## config.mk

```make
export PLATFORM = sky130hd
export DESIGN_NAME = i2c_master_write_engine_core
export DESIGN_NICKNAME = d
export VERILOG_FILES = /design/src/hw/rtl/i2cmw_pkg.sv /design/src/hw/rtl/i2cmw_front.sv /design/src/hw/rtl/i2cmw_back.sv /design/src/hw/rtl/i2cmw_res_q.sv /design/src/hw/rtl/i2c_master_write_engine_core.sv
export VERILOG_INCLUDE_DIRS = /design/src /design/src/hw/rtl
export SDC_FILE = /design/constraint.sdc
export NUM_CORES = 1
export LEC_CHECK = 0
export ABC_AREA = 1
export CORE_ASPECT_RATIO = 1.5
export CORE_MARGIN = 2
export CORE_UTILIZATION = 37
export CTS_CLUSTER_DIAMETER = 80
export DETAILED_ROUTE_END_ITERATION = 10
export DONT_BUFFER_PORTS = 1
export GPL_ROUTABILITY_DRIVEN = 0
export HOLD_SLACK_MARGIN = 0.03
export SLEW_MARGIN = 20
export SYNTH_ARGS = -nofsm -noshare
export SYNTH_HDL_FRONTEND = slang
export SYNTH_HIERARCHICAL = 1
export SYNTH_SLANG_ARGS = --single-unit
```

## constraint.sdc

```tcl
create_clock -name clk -period 6.3 [get_ports clk]
set_input_delay 0.63 -clock clk [delete_from_list [all_inputs] [get_ports clk]]
set_output_delay 0.63 -clock clk [all_outputs]
set_load 0.03 [all_outputs]
```

## src/hw/rtl/i2c_master_write_engine_core_assert.svh

```systemverilog
// Assertion macros for the I2C master write engine.
// Included by the top level; no other dependencies.
`ifndef I2C_MASTER_WRITE_ENGINE_CORE_ASSERT_SVH
`define I2C_MASTER_WRITE_ENGINE_CORE_ASSERT_SVH
`ifndef ASSERT_OFF
`define ASSERT_NEVER(lbl, clk, rstn, expr) \
	lbl: assert property (@(posedge clk) disable iff (!rstn) !(expr)) \
		else $error("assertion failed: condition must never hold");
`define ASSERT_IMPLIES(lbl, clk, rstn, ante, cons) \
	lbl: assert property (@(posedge clk) disable iff (!rstn) (ante) |-> (cons)) \
		else $error("assertion failed: implication violated");
`else
`define ASSERT_NEVER(lbl, clk, rstn, expr)
`define ASSERT_IMPLIES(lbl, clk, rstn, ante, cons)
`endif
`endif

```

## src/hw/rtl/i2cmw_pkg.sv

```systemverilog
// Shared types and constants for the I2C master write engine.
// No dependencies.
package i2cmw_pkg;

	localparam int unsigned QUEUE_DEPTH_DEF = 2;

	localparam int unsigned TPM_W  = 10;
	localparam int unsigned ACK_W  = 16;
	localparam int unsigned CFG_IDX_W = 1;
	localparam int unsigned CFG_DATA_W = 16;

	localparam logic [TPM_W-1:0] TPM_RESET = 10'd216;
	localparam logic [ACK_W-1:0] ACK_RESET = 16'd250;

	localparam logic [CFG_IDX_W-1:0] REG_TICKS_PER_US = 1'd0;
	localparam logic [CFG_IDX_W-1:0] REG_ACK_TIMEOUT  = 1'd1;

	localparam logic [2:0] US_START = 3'd4;
	localparam logic [2:0] US_BIT   = 3'd2;
	localparam logic [2:0] US_ACK   = 3'd1;
	localparam logic [2:0] US_STOP  = 3'd4;
	localparam logic [2:0] US_NONE  = 3'd0;

	localparam logic [3:0] BITS_PER_BYTE = 4'd8;

	typedef enum logic [12:0] {
		PH_IDLE     = 13'b0000000000001,
		PH_HOLD     = 13'b0000000000010,
		PH_START_A  = 13'b0000000000100,
		PH_START_B  = 13'b0000000001000,
		PH_BIT_SET  = 13'b0000000010000,
		PH_BIT_HIGH = 13'b0000000100000,
		PH_BIT_LOW  = 13'b0000001000000,
		PH_ACK_PREP = 13'b0000010000000,
		PH_ACK_RISE = 13'b0000100000000,
		PH_ACK_POLL = 13'b0001000000000,
		PH_STOP_A   = 13'b0010000000000,
		PH_STOP_B   = 13'b0100000000000,
		PH_STOP_C   = 13'b1000000000000
	} phase_t;

	typedef struct packed {
		logic       is_byte;
		logic [7:0] data;
		logic       first;
		logic       last;
		logic       sda;
	} item_t;

	typedef struct packed {
		logic scl;
		logic sda;
		logic drv;
		logic need;
		logic done;
		logic nack;
	} res_t;

	typedef struct packed {
		logic                  wr;
		logic [CFG_IDX_W-1:0]  idx;
		logic [CFG_DATA_W-1:0] data;
	} cfg_wr_t;

endpackage

```

## src/hw/rtl/i2cmw_front.sv

```systemverilog
// Front end: classifies incoming items and queues them for the sequencer.
// Depends on i2cmw_pkg.
module i2cmw_front #(
	parameter int unsigned DEPTH = i2cmw_pkg::QUEUE_DEPTH_DEF
) (
	input  logic               clk,
	input  logic               arst_n,
	input  logic               push,
	output logic               full,
	input  logic               cmd,
	input  logic [7:0]         data_byte,
	input  logic               first_of_transfer,
	input  logic               last_of_transfer,
	input  logic               sda_sample,
	output logic               item_valid,
	output i2cmw_pkg::item_t   item,
	input  logic               item_take
);
	import i2cmw_pkg::*;

	localparam int unsigned PTR_W = (DEPTH > 1) ? $clog2(DEPTH) : 1;
	localparam int unsigned CNT_W = $clog2(DEPTH + 1);

	item_t             mem_q [DEPTH];
	logic [PTR_W-1:0]  wr_ptr_q;
	logic [PTR_W-1:0]  rd_ptr_q;
	logic [CNT_W-1:0]  count_q;
	logic              wr_en;
	logic              rd_en;
	item_t             item_in;

	assign item_in.is_byte = cmd;
	assign item_in.data    = data_byte;
	assign item_in.first   = first_of_transfer;
	assign item_in.last    = last_of_transfer;
	assign item_in.sda     = sda_sample;

	assign full       = (count_q == CNT_W'(DEPTH));
	assign item_valid = (count_q != '0);
	assign item       = mem_q[rd_ptr_q];
	assign wr_en      = push && !full;
	assign rd_en      = item_take && item_valid;

	always_ff @(posedge clk) begin
		if (wr_en) begin
			mem_q[wr_ptr_q] <= item_in;
		end
	end

	always_ff @(posedge clk or negedge arst_n) begin
		if (!arst_n) begin
			wr_ptr_q <= '0;
			rd_ptr_q <= '0;
			count_q  <= '0;
		end else begin
			if (wr_en) begin
				wr_ptr_q <= (wr_ptr_q == PTR_W'(DEPTH - 1)) ? '0 : wr_ptr_q + 1'b1;
			end
			if (rd_en) begin
				rd_ptr_q <= (rd_ptr_q == PTR_W'(DEPTH - 1)) ? '0 : rd_ptr_q + 1'b1;
			end
			if (wr_en && !rd_en) begin
				count_q <= count_q + 1'b1;
			end else if (rd_en && !wr_en) begin
				count_q <= count_q - 1'b1;
			end
		end
	end

endmodule

```

## src/hw/rtl/i2cmw_back.sv

```systemverilog
// Back end: bus phase sequencer, one queued item per cycle while the result queue has room, plus config registers.
// Depends on i2cmw_pkg.
module i2cmw_back (
	input  logic                clk,
	input  logic                arst_n,
	input  i2cmw_pkg::cfg_wr_t  cfg,
	input  logic                item_valid,
	input  i2cmw_pkg::item_t    item,
	output logic                item_take,
	input  logic                res_full,
	output logic                res_push,
	output i2cmw_pkg::res_t     res
);
	import i2cmw_pkg::*;

	logic [TPM_W-1:0] tpm_q;
	logic [ACK_W-1:0] ack_to_q;

	phase_t           phase_q;
	logic [3:0]       bits_q;
	logic [7:0]       shift_q;
	logic [TPM_W-1:0] div_q;
	logic [2:0]       delay_q;
	logic [ACK_W-1:0] polls_q;
	logic             stop_q;

	phase_t           ph_n;
	logic [3:0]       bits_n;
	logic [7:0]       shift_n;
	logic [TPM_W-1:0] div_n;
	logic [2:0]       delay_n;
	logic [ACK_W-1:0] polls_n;
	logic             stop_n;
	res_t             res_n;

	assign item_take = item_valid && !res_full;
	assign res_push  = item_take;
	assign res       = res_n;

	always_ff @(posedge clk or negedge arst_n) begin
		if (!arst_n) begin
			tpm_q    <= TPM_RESET;
			ack_to_q <= ACK_RESET;
		end else if (cfg.wr) begin
			unique case (cfg.idx)
				REG_TICKS_PER_US: tpm_q    <= cfg.data[TPM_W-1:0];
				REG_ACK_TIMEOUT:  ack_to_q <= cfg.data[ACK_W-1:0];
				default: begin
				end
			endcase
		end
	end

	always_comb begin
		logic err;
		ph_n    = phase_q;
		bits_n  = bits_q;
		shift_n = shift_q;
		div_n   = div_q;
		delay_n = delay_q;
		polls_n = polls_q;
		stop_n  = stop_q;
		err     = 1'b0;
		res_n   = '0;
		priority if (item.is_byte) begin
			if (phase_q == PH_IDLE || phase_q == PH_HOLD) begin
				shift_n = item.data;
				bits_n  = BITS_PER_BYTE;
				stop_n  = item.last;
				div_n   = '0;
				if (item.first || phase_q == PH_IDLE) begin
					ph_n    = PH_START_A;
					delay_n = US_START;
				end else begin
					ph_n    = PH_BIT_SET;
					delay_n = US_BIT;
				end
			end
		end else if (phase_q == PH_ACK_POLL) begin
			if (!item.sda) begin
				div_n = '0;
				if (stop_q) begin
					bits_n  = 4'd0;
					stop_n  = 1'b0;
					ph_n    = PH_STOP_A;
					delay_n = US_STOP;
				end else begin
					ph_n    = PH_HOLD;
					delay_n = US_NONE;
				end
			end else if (polls_q >= ack_to_q) begin
				bits_n  = 4'd1;
				stop_n  = 1'b0;
				div_n   = '0;
				ph_n    = PH_STOP_A;
				delay_n = US_STOP;
			end else begin
				polls_n = polls_q + 1'b1;
			end
		end else if (phase_q != PH_IDLE && phase_q != PH_HOLD) begin
			err   = bits_q[0];
			div_n = div_q + 1'b1;
			if (div_n >= tpm_q) begin
				div_n   = '0;
				delay_n = delay_q - 1'b1;
				if (delay_n == 3'd0) begin
					unique case (phase_q)
						PH_START_A: begin
							ph_n    = PH_START_B;
							delay_n = US_START;
						end
						PH_START_B, PH_BIT_LOW: begin
							ph_n    = PH_BIT_SET;
							delay_n = US_BIT;
							if (phase_q == PH_BIT_LOW) begin
								shift_n = {shift_q[6:0], 1'b0};
								bits_n  = bits_q - 1'b1;
								if (bits_n == 4'd0) begin
									ph_n    = PH_ACK_PREP;
									delay_n = US_ACK;
								end
							end
						end
						PH_BIT_SET: begin
							ph_n    = PH_BIT_HIGH;
							delay_n = US_BIT;
						end
						PH_BIT_HIGH: begin
							ph_n    = PH_BIT_LOW;
							delay_n = US_BIT;
						end
						PH_ACK_PREP: begin
							ph_n    = PH_ACK_RISE;
							delay_n = US_ACK;
						end
						PH_ACK_RISE: begin
							polls_n = '0;
							ph_n    = PH_ACK_POLL;
							delay_n = US_NONE;
						end
						PH_STOP_A: begin
							ph_n    = PH_STOP_B;
							delay_n = US_STOP;
						end
						PH_STOP_B: begin
							ph_n    = PH_STOP_C;
							delay_n = US_STOP;
						end
						PH_STOP_C: begin
							ph_n       = PH_IDLE;
							delay_n    = US_NONE;
							res_n.done = 1'b1;
							res_n.nack = err;
							bits_n     = 4'd0;
						end
						default: begin
							ph_n    = PH_IDLE;
							delay_n = US_NONE;
						end
					endcase
				end
			end
		end else begin
		end

		unique case (ph_n)
			PH_HOLD: begin
				res_n.scl = 1'b0; res_n.sda = 1'b1; res_n.drv = 1'b0;
			end
			PH_START_A: begin
				res_n.scl = 1'b1; res_n.sda = 1'b1; res_n.drv = 1'b1;
			end
			PH_START_B: begin
				res_n.scl = 1'b1; res_n.sda = 1'b0; res_n.drv = 1'b1;
			end
			PH_BIT_SET, PH_BIT_LOW: begin
				res_n.scl = 1'b0; res_n.sda = shift_n[7]; res_n.drv = 1'b1;
			end
			PH_BIT_HIGH: begin
				res_n.scl = 1'b1; res_n.sda = shift_n[7]; res_n.drv = 1'b1;
			end
			PH_ACK_PREP: begin
				res_n.scl = 1'b0; res_n.sda = 1'b1; res_n.drv = 1'b0;
			end
			PH_ACK_RISE, PH_ACK_POLL: begin
				res_n.scl = 1'b1; res_n.sda = 1'b1; res_n.drv = 1'b0;
			end
			PH_STOP_A: begin
				res_n.scl = 1'b0; res_n.sda = 1'b0; res_n.drv = 1'b1;
			end
			PH_STOP_B: begin
				res_n.scl = 1'b1; res_n.sda = 1'b0; res_n.drv = 1'b1;
			end
			default: begin
				res_n.scl = 1'b1; res_n.sda = 1'b1; res_n.drv = 1'b1;
			end
		endcase
		res_n.need = (ph_n == PH_IDLE) || (ph_n == PH_HOLD);
	end

	always_ff @(posedge clk or negedge arst_n) begin
		if (!arst_n) begin
			phase_q <= PH_IDLE;
			bits_q  <= '0;
			shift_q <= '0;
			div_q   <= '0;
			delay_q <= '0;
			polls_q <= '0;
			stop_q  <= 1'b0;
		end else if (item_take) begin
			phase_q <= ph_n;
			bits_q  <= bits_n;
			shift_q <= shift_n;
			div_q   <= div_n;
			delay_q <= delay_n;
			polls_q <= polls_n;
			stop_q  <= stop_n;
		end
	end

endmodule

```

## src/hw/rtl/i2cmw_res_q.sv

```systemverilog
// Result queue between the sequencer and the output channel.
// Depends on i2cmw_pkg.
module i2cmw_res_q #(
	parameter int unsigned DEPTH = i2cmw_pkg::QUEUE_DEPTH_DEF
) (
	input  logic             clk,
	input  logic             arst_n,
	input  logic             res_push,
	input  i2cmw_pkg::res_t  res,
	output logic             res_full,
	output logic             empty,
	input  logic             pop,
	output i2cmw_pkg::res_t  res_out
);
	import i2cmw_pkg::*;

	localparam int unsigned PTR_W = (DEPTH > 1) ? $clog2(DEPTH) : 1;
	localparam int unsigned CNT_W = $clog2(DEPTH + 1);

	res_t             mem_q [DEPTH];
	logic [PTR_W-1:0] wr_ptr_q;
	logic [PTR_W-1:0] rd_ptr_q;
	logic [CNT_W-1:0] count_q;
	logic             wr_en;
	logic             rd_en;

	assign res_full = (count_q == CNT_W'(DEPTH));
	assign empty    = (count_q == '0);
	assign res_out  = mem_q[rd_ptr_q];
	assign wr_en    = res_push && !res_full;
	assign rd_en    = pop && !empty;

	always_ff @(posedge clk) begin
		if (wr_en) begin
			mem_q[wr_ptr_q] <= res;
		end
	end

	always_ff @(posedge clk or negedge arst_n) begin
		if (!arst_n) begin
			wr_ptr_q <= '0;
			rd_ptr_q <= '0;
			count_q  <= '0;
		end else begin
			if (wr_en) begin
				wr_ptr_q <= (wr_ptr_q == PTR_W'(DEPTH - 1)) ? '0 : wr_ptr_q + 1'b1;
			end
			if (rd_en) begin
				rd_ptr_q <= (rd_ptr_q == PTR_W'(DEPTH - 1)) ? '0 : rd_ptr_q + 1'b1;
			end
			if (wr_en && !rd_en) begin
				count_q <= count_q + 1'b1;
			end else if (rd_en && !wr_en) begin
				count_q <= count_q - 1'b1;
			end
		end
	end

endmodule

```

## src/hw/rtl/i2c_master_write_engine_core.sv

```systemverilog
// I2C master write engine, top level.
// Depends on i2cmw_pkg, i2cmw_front, i2cmw_back, i2cmw_res_q and the assert header.
//
// Input channel (push/full): each item is either a timer tick (cmd = 0, with
// the sampled SDA level) or a byte to send (cmd = 1, with start/stop marks).
// Every accepted item yields exactly one result on the output channel
// (empty/pop): SCL/SDA levels, SDA drive enable, need_byte, transfer_done
// and nack_error.
// Configuration: cfg_valid/cfg_ready with cfg_index and cfg_data; index 0 is
// ticks per microsecond, index 1 the acknowledge timeout. cfg_ready is always
// high; write only while no item is in flight.
// Throughput: one item per clock while the result queue has room, set by the phase sequencer.
// Path: an accepted item is registered in the input queue, then the sequencer
// writes its result into the result queue, from which it can be popped.
// Reset: both queues empty, bus idle with lines high, registers at defaults.
// When pop stays low the result queue fills, the sequencer stops taking
// items, and full rises once the input queue is also full; nothing is lost.
module i2c_master_write_engine_core #(
	parameter int unsigned QUEUE_DEPTH = i2cmw_pkg::QUEUE_DEPTH_DEF
) (
	input  logic                               clk,
	input  logic                               arst_n,
	input  logic                               push,
	output logic                               full,
	input  logic                               cmd,
	input  logic [7:0]                         data_byte,
	input  logic                               first_of_transfer,
	input  logic                               last_of_transfer,
	input  logic                               sda_sample,
	input  logic                               cfg_valid,
	output logic                               cfg_ready,
	input  logic [i2cmw_pkg::CFG_IDX_W-1:0]    cfg_index,
	input  logic [i2cmw_pkg::CFG_DATA_W-1:0]   cfg_data,
	output logic                               empty,
	input  logic                               pop,
	output logic                               scl_level,
	output logic                               sda_level,
	output logic                               sda_drive,
	output logic                               need_byte,
	output logic                               transfer_done,
	output logic                               nack_error
);
	import i2cmw_pkg::*;

	`include "i2c_master_write_engine_core_assert.svh"

	logic    item_valid;
	item_t   item;
	logic    item_take;
	logic    res_full;
	logic    res_push;
	res_t    res;
	res_t    res_out;
	cfg_wr_t cfg;
	logic    bus_free;

	assign cfg_ready = 1'b1;
	assign cfg.wr    = cfg_valid && cfg_ready;
	assign cfg.idx   = cfg_index;
	assign cfg.data  = cfg_data;

	i2cmw_front #(
		.DEPTH(QUEUE_DEPTH)
	) u_front (
		.clk               (clk),
		.arst_n            (arst_n),
		.push              (push),
		.full              (full),
		.cmd               (cmd),
		.data_byte         (data_byte),
		.first_of_transfer (first_of_transfer),
		.last_of_transfer  (last_of_transfer),
		.sda_sample        (sda_sample),
		.item_valid        (item_valid),
		.item              (item),
		.item_take         (item_take)
	);

	i2cmw_back u_back (
		.clk        (clk),
		.arst_n     (arst_n),
		.cfg        (cfg),
		.item_valid (item_valid),
		.item       (item),
		.item_take  (item_take),
		.res_full   (res_full),
		.res_push   (res_push),
		.res        (res)
	);

	i2cmw_res_q #(
		.DEPTH(QUEUE_DEPTH)
	) u_res_q (
		.clk      (clk),
		.arst_n   (arst_n),
		.res_push (res_push),
		.res      (res),
		.res_full (res_full),
		.empty    (empty),
		.pop      (pop),
		.res_out  (res_out)
	);

	assign scl_level     = res_out.scl;
	assign sda_level     = res_out.sda;
	assign sda_drive     = res_out.drv;
	assign need_byte     = res_out.need;
	assign transfer_done = res_out.done;
	assign nack_error    = res_out.nack;

	assign bus_free = scl_level && sda_level && sda_drive && need_byte;

	`ASSERT_IMPLIES(a_take_has_item, clk, arst_n, item_take, item_valid)
	`ASSERT_NEVER(a_push_into_full, clk, arst_n, res_push && res_full)
	`ASSERT_NEVER(a_nack_without_done, clk, arst_n, !empty && nack_error && !transfer_done)
	`ASSERT_IMPLIES(a_done_bus_idle, clk, arst_n, !empty && transfer_done, bus_free)

endmodule

```

==> results of run 1 <==
path summary, 6_finish.rpt:
| path | endpoint | slack, ps | start | depth (start not counted) |
|---|---|---|---|---|
| worst max register to register | u_res_q/mem_q[1][2] | 1970 | u_back/div_q[0] | 22 |
| worst min register to register | u_back/bits_q[1] | 480 | u_back/bits_q[1] | 2 |
| worst min-delay path | u_back/phase_q[0] | 50 | arst_n | 0 |
| min in group clk | u_front/mem_q[0][6] | 300 | data_byte[3] | 0 |
| worst max-delay path | u_res_q/mem_q[1][2] | 1970 | u_back/div_q[0] | 22 |
| max in group asynchronous | u_back/ack_to_q[6] | 5380 | arst_n | 1 |
area by class of cell:
class,instances,area [µm²]
timing repair buffer,3,45.0
clock inverter,15,188
sequential,125,3320
multi-input combinational,686,3700
inverter,154,578
clock buffer,17,425
fill,2121,11900
tap,264,330
sequential cells by signal (all words and copies together), names as in the netlist, 2 cells and up:
register,count
u_back/polls_q,16
u_back/ack_to_q,16
u_back/delay_q,3
u_front/mem_q,24
u_back/tpm_q,10
u_back/phase_q,13
u_res_q/count_q,2
u_res_q/mem_q,12
u_back/div_q,10
u_back/shift_q,8
u_front/count_q,2
u_back/bits_q,4
per-layer routing:
layer | global-route usage (%) | part of all wire [%]
met1 | 20.3 | 42
met2 | 30.6 | 52
met3 | 3.88 | 3.3
met4 | 7.77 | 2.7
met5 | 0 | 0
kinds of logic after synthesis:
group	Yosys count	share of synthesized area (%)
DFF	125	42.8
other	1	0.0484
and+or+nand+nor	493	29.6
buffers and inverters	181	9.50
xor gates and xnor gates	17	1.92
AOI/OAI and AO/OA	141	10.6
adders and majority gates	34	5.49
power by group:
| group | total (mW) | leakage [nW] | internal, mW | switching, mW |
|---|---|---|---|---|
| logic | 1.33 | 2.38 | 0.379 | 0.950 |
| clock network | 1.02 | 0.301 | 0.629 | 0.390 |
| registers | 1.16 | 1.43 | 1.05 | 0.113 |
metrics by stage:
stage	cells	hold WS, ps	setup WS, ps	area [µm²]
final	1264	54.7	1970	8590
after global routing	1264	33.6	1470	8590
after CTS	1263	32.1	1980	8570
after detailed placement	1230	336	2010	7930
after global placement	1230	336	2140	7930
after floorplan	992	334	2940	7750
layout by cell type, fill, tap and decap left out, drive strengths merged, types with 17 or more instances in the layout:
cell	Yosys	final
nand4	21	21
nand2	279	279
ha	34	34
o21ai	74	74
nor2	94	94
dfrtp	78	78
edfxtp	36	36
inv	152	156
clkbuf	8	17
nand3	65	65
a21oi	35	35
==> qor.csv, run 1 <==
stage;metric;value;unit
synth;netlist_instances;992;
synth;ys.flop_type;dfrtp_1;
synth;synth.avg_cell_area;7.82;µm²
floorplan;initial_utilization;37.8;%
floorplan;num_io_pins;43;
floorplan;die_y;181;µm
cts;cts.clk_slew.worst_paths;60;ps
run;maxCapViolations;0;
synth;post-synth-top-area-cell;dfrtp_1;
cts;cts_root_buf;clkbuf_16;
synth;synth_top_cell_area_share;25.2;%
power_and_ir_drop;totalPowerFinal;3.51;mW
route;vias_per_cell;4.99;
outcome;status;complete, no violations;
grt;grt_antenna_before_repair;0;
sta;clock.fmax;0.231;GHz
synth;synth_edf_count;36;
synth;synthTopCellsByCount;267 x nand2_1, 135 x inv_1, 78 x dfrtp_1;
route;drt_iter0_drc;376;
sta;relSlewSlack;41.2;%
cts;cts-resized-gates;0;
critical_path;path_buf_inv;5;
critical_path;start_kind;flip-flop;
placement;hpwl;13.3;mm
floorplan;placeableCoreArea;20500;µm²
layout;fin_util;41.9;%
floorplan;die_w;122;µm
synth;syn_area;7750;µm²
cts;post_cts_buffers;0;
floorplan;rows;64;
grt;grt_pass1_vias;6254;
critical_path;slowest_stage;nor4_1;
sta;min_period;4330;ps
synth;ys_top_cells_by_area;dfrtp_1 25%, edfxtp_1 14%, nand2_1 13%;
critical_path;cpPeakStageDelay;580;ps
route;wl;18.2;mm
power_and_ir_drop;irDropWorstVdd;236;µV
placement;io_buffers;0;
synth;ys_ff_latch;125;
cts;cts-htree-levels;4;
critical_path;crit_chain;inv_1 > nor3_1 > inv_1 > nor2_1 > inv_1 > nor2_1 > nand4_1 > xor2_1 > inv_1 > ha_1 > nand2_1 > nor2_1 > nand3_1 > nand3_1 > nand3_2 > nand2_1 > o21ai_2 > nand2_2 > nand3_2 > inv_2 > nand2_2 > nor4_1;
power_and_ir_drop;p_leak;4.12;nW
critical_path;cpMostUsedCell;inv_1;
floorplan;dieArea;22200;µm²
sta;finalCritPeriodShare;68.7;%
grt;grt_pass1_wl;30.6;mm
sta;worst_pin_slew;880;ps
sta;finalHoldViolations;0;
cts;clk_latency;430;ps
cts;cts_made_buffers;17;
cts;clock_sinks;125;
sta;rsz0062_at_grt;no;
layout;nets;1055;
layout;n_antenna_cell;0;
layout;area_growth;10.7;%
sta;tns;0;ps
sta;finalSetupViolCount;0;
grt;gr-total-overflow;0;
cts;tritoncts;yes;
route;drtPass1Iterations;5;
sta;final.setup_skew;10.2;ps
worst_hold_path;hp-class;input pin to async pin;
synth;syn-num-nets;1060;
grt;grt_use_total;17.6;%
critical_path;required;6440;ps
cts;cts_max_path_buffers;2;
route;antenna_left;0;
critical_path;path_delay_family;simple AND/OR/NAND/NOR gates;
critical_path;end_kind;flip-flop;
critical_path;cp_max_fo;14;
synth;synthMostInstantiatedCell;nand2_1;
route;num_vias;6303;
layout;drive_above_1_share;11.9;%
sta;timing.final.max_slew_violations;0;
critical_path;cp.arrival;4460;ps
critical_path;critPathKind;flip-flop to flip-flop;
synth;synth.distinct_cells;51;
route;routedWlPerCell;14.4;µm
grt;grt_max_degree;79;
synth;async_reset_ff_share;71.2;%
route;drc_errors;0;
synth;synth-seq-area-share;42.8;%
power_and_ir_drop;p_per_area;409;nW/µm²
synth;yosysWarnings;6;
cts;holdBufCountCts;1;
No activity file was read; power rests on OpenSTA's default activity.
==> run 2: changes to the inputs <==
Clock period 6.3 ns to 4.2 ns, I/O delays scaled along.
==> run 2 against run 1 <==
  * Via count increased by 1.1%
  * Global-route usage decreased by 0.61 points
  * Critical path depth increased by 4
  * Non-clock buffer count increased by 6
  * Core utilization increased by 0.46 points
  * Clock-buffer cell count unchanged
  * Setup slack got worse by 1500 ps
  * Clock skew decreased by 0.85 ps
  * Register-to-register slack got worse by 1500 ps
  * Combinational power increased by 53%
  * Largest cell class unchanged
==> qor.csv, run 2 (synthesis results as in run 1) <==
stage;metric;value;unit;change
layout;area_growth;11.9;%;
critical_path;cpMostUsedCell;nand2_1;;
critical_path;slowest_stage;dfrtp_1;;
layout;largestRegisters;u_front/mem_q (24), u_back/ack_to_q (16), u_back/polls_q (16);;
critical_path;path_delay_family;simple AND/OR/NAND/NOR gates;;
layout;filler_cell_count;2106;;-0.71%
critical_path;cpPeakStageDelay;370;ps;-210 ps
cts;cts_max_path_buffers;2;;unchanged
layout;layout_common_cells;267 x nand2_1, 135 x inv_1, 78 x dfrtp_1, 71 x nor2_1, 64 x o21ai_0;;
placement;io_buffers;0;;unchanged
worst_hold_path;hp-class;input pin to flip-flop;;
sta;rsz0062_at_grt;no;;
route;antenna_left;0;;unchanged
sta;setup_slack;441;ps;-1530 ps
route;drt_iter0_drc;343;;-8.8%
layout;n_antenna_cell;0;;unchanged
floorplan;num_io_pins;43;;unchanged
layout;drive_above_1_share;12.6;%;+0.72 points
layout;fin_util;42.3;%;+0.46 points
layout;largest_reg_flops;24;;unchanged
grt;grt_antenna_before_repair;0;;unchanged
floorplan;initial_utilization;37.8;%;unchanged
grt;grt_use_total;17.0;%;-0.61 points
sta;finalSetupViolCount;0;;unchanged
grt;grt_pass1_wl;30.0;mm;-1.9%
layout;ff_latch_area;3320;µm²;unchanged
critical_path;ff2ff_setup_slack;440;ps;-1530 ps
placement;hpwl;13.3;mm;+0.47%
grt;grt_max_degree;90;;+14%
critical_path;required;4370;ps;-2070 ps
floorplan;dieArea;22200;µm²;unchanged
run;maxCapViolations;0;;unchanged
critical_path;cp_max_fo;8;;-6
grt;gr-total-overflow;0;;unchanged
critical_path;critPathKind;flip-flop to flip-flop;;
sta;clock.fmax;0.266;GHz;+15%
critical_path;start_kind;flip-flop;;
sta;relSlewSlack;40.2;%;-0.94 points
cts;cts_made_buffers;17;;unchanged
critical_path;path_buf_inv;6;;+1
power_and_ir_drop;p_per_area;613;nW/µm²;+50%
sta;final.setup_skew;9.36;ps;-0.846 ps
floorplan;rows;64;;unchanged
cts;clk_latency;420;ps;about the same
layout;stdcell_area;8680;µm²;+1.1%
route;routedWlPerCell;14.0;µm;-2.9%
sta;tns;0;ps;unchanged
sta;worst_pin_slew;894;ps;+14.1 ps
sta;timing.final.max_slew_violations;0;;unchanged
cts;clock_sinks;125;;unchanged
floorplan;die_w;122;µm;unchanged
cts;tritoncts;yes;;
power_and_ir_drop;irDropWorstVdd;415;µV;+76%
critical_path;end_kind;flip-flop;;
layout;multi_input_area;3720;µm²;+0.71%
sta;min_period;3760;ps;-570 ps
placement;dp_slack;222;ps;-1790 ps
route;drtPass1Iterations;5;;unchanged
floorplan;die_y;181;µm;unchanged
layout;top_register;u_front/mem_q;;
sta;finalCritPeriodShare;89.5;%;+21 points
layout;nets;1061;;+0.57%
sta;finalHoldViolations;0;;unchanged
route;wl;17.8;mm;-2.4%
critical_path;cp.arrival;3920;ps;-540 ps
layout;final_common_cell;nand2_1;;
floorplan;placeableCoreArea;20500;µm²;unchanged
cts;cts.clk_slew.worst_paths;60;ps;about the same
route;num_vias;6373;;+1.1%
power_and_ir_drop;p_leak;4.16;nW;+1.0%
route;vias_per_cell;5.02;;+0.63%
grt;grt_pass1_vias;6202;;-0.83%
placement;dpl_cell_area;7970;µm²;+0.47%
cts;cts-htree-levels;4;;unchanged
outcome;status;complete, no violations;;
cts;cts_root_buf;clkbuf_16;;
route;drc_errors;0;;unchanged
-- run 2: cell count changes in the layout (fill, tap and decap cells not counted), moves of 2 or more --
| cell | previous run | this run |
|---|---|---|
| buf_4 | 1 | 7 |
| inv_6 | 2 | 4 |
| inv_8 | 2 | 0 |
| clkinv_2 | 3 | 1 |
-- run 2: repair_timing --
item	CTS	global route
resized for setup	0	4
endpoints found under the hold margin	89	0
endpoints found under the setup margin	0	8
hold buffers	2	0
buffers inserted	0	1
-- run 2: stage by stage --
| stage | cells | power [mW] | hold slack (ps) |
|---|---|---|---|
| floorplan | 992 | 3.33 | 124 |
| global placement | 1235 | 3.72 | 126 |
| detailed placement | 1235 | 3.74 | 126 |
| CTS | 1269 | 5.37 | 72.2 |
| global route | 1270 | 5.73 | 69.9 |
| finish | 1270 | 5.32 | 89.4 |
-- run 2: final cells by class --
cell class,instances,area share [%]
multi-input cells,686,42.9
well taps,264,3.81
inverters,154,6.66
clock buffers,17,4.90
clock inverters,15,2.42
flip-flops and latches,125,38.3
repair buffers,9,1.04
-- run 2: where the power goes --
part / leakage (nW) / internal, mW / switching (mW)
Clock: 0.305 / 1.00 / 0.573
Sequential: 1.43 / 1.57 / 0.148
Combinational: 2.42 / 0.588 / 1.44
Total: 4.16 / 3.16 / 2.16
-- run 2: worst paths after layout --
| check | endpoint | start | depth (start not counted) |
|---|---|---|---|
| max reg2reg | u_res_q/mem_q[1][5] | u_back/div_q[0] | 26 |
| min | u_front/mem_q[0][5] | data_byte[2] | 0 |
| max | u_res_q/mem_q[1][5] | u_back/div_q[0] | 26 |
| min reg2reg | u_front/wr_ptr_q | u_front/wr_ptr_q | 2 |
| min in group asynchronous | u_front/count_q[1] | arst_n | 2 |
| max in group asynchronous | u_back/tpm_q[4] | arst_n | 2 |
-- run 2: layer usage --
metal	share of wire [%]	up-vias	GRT usage [%]
met1	41	2943	19.6
li1	-	3244	-
met4	3.5	0	8.09
met3	3.6	41	3.25
met5	0	-	0
met2	52	145	29.7
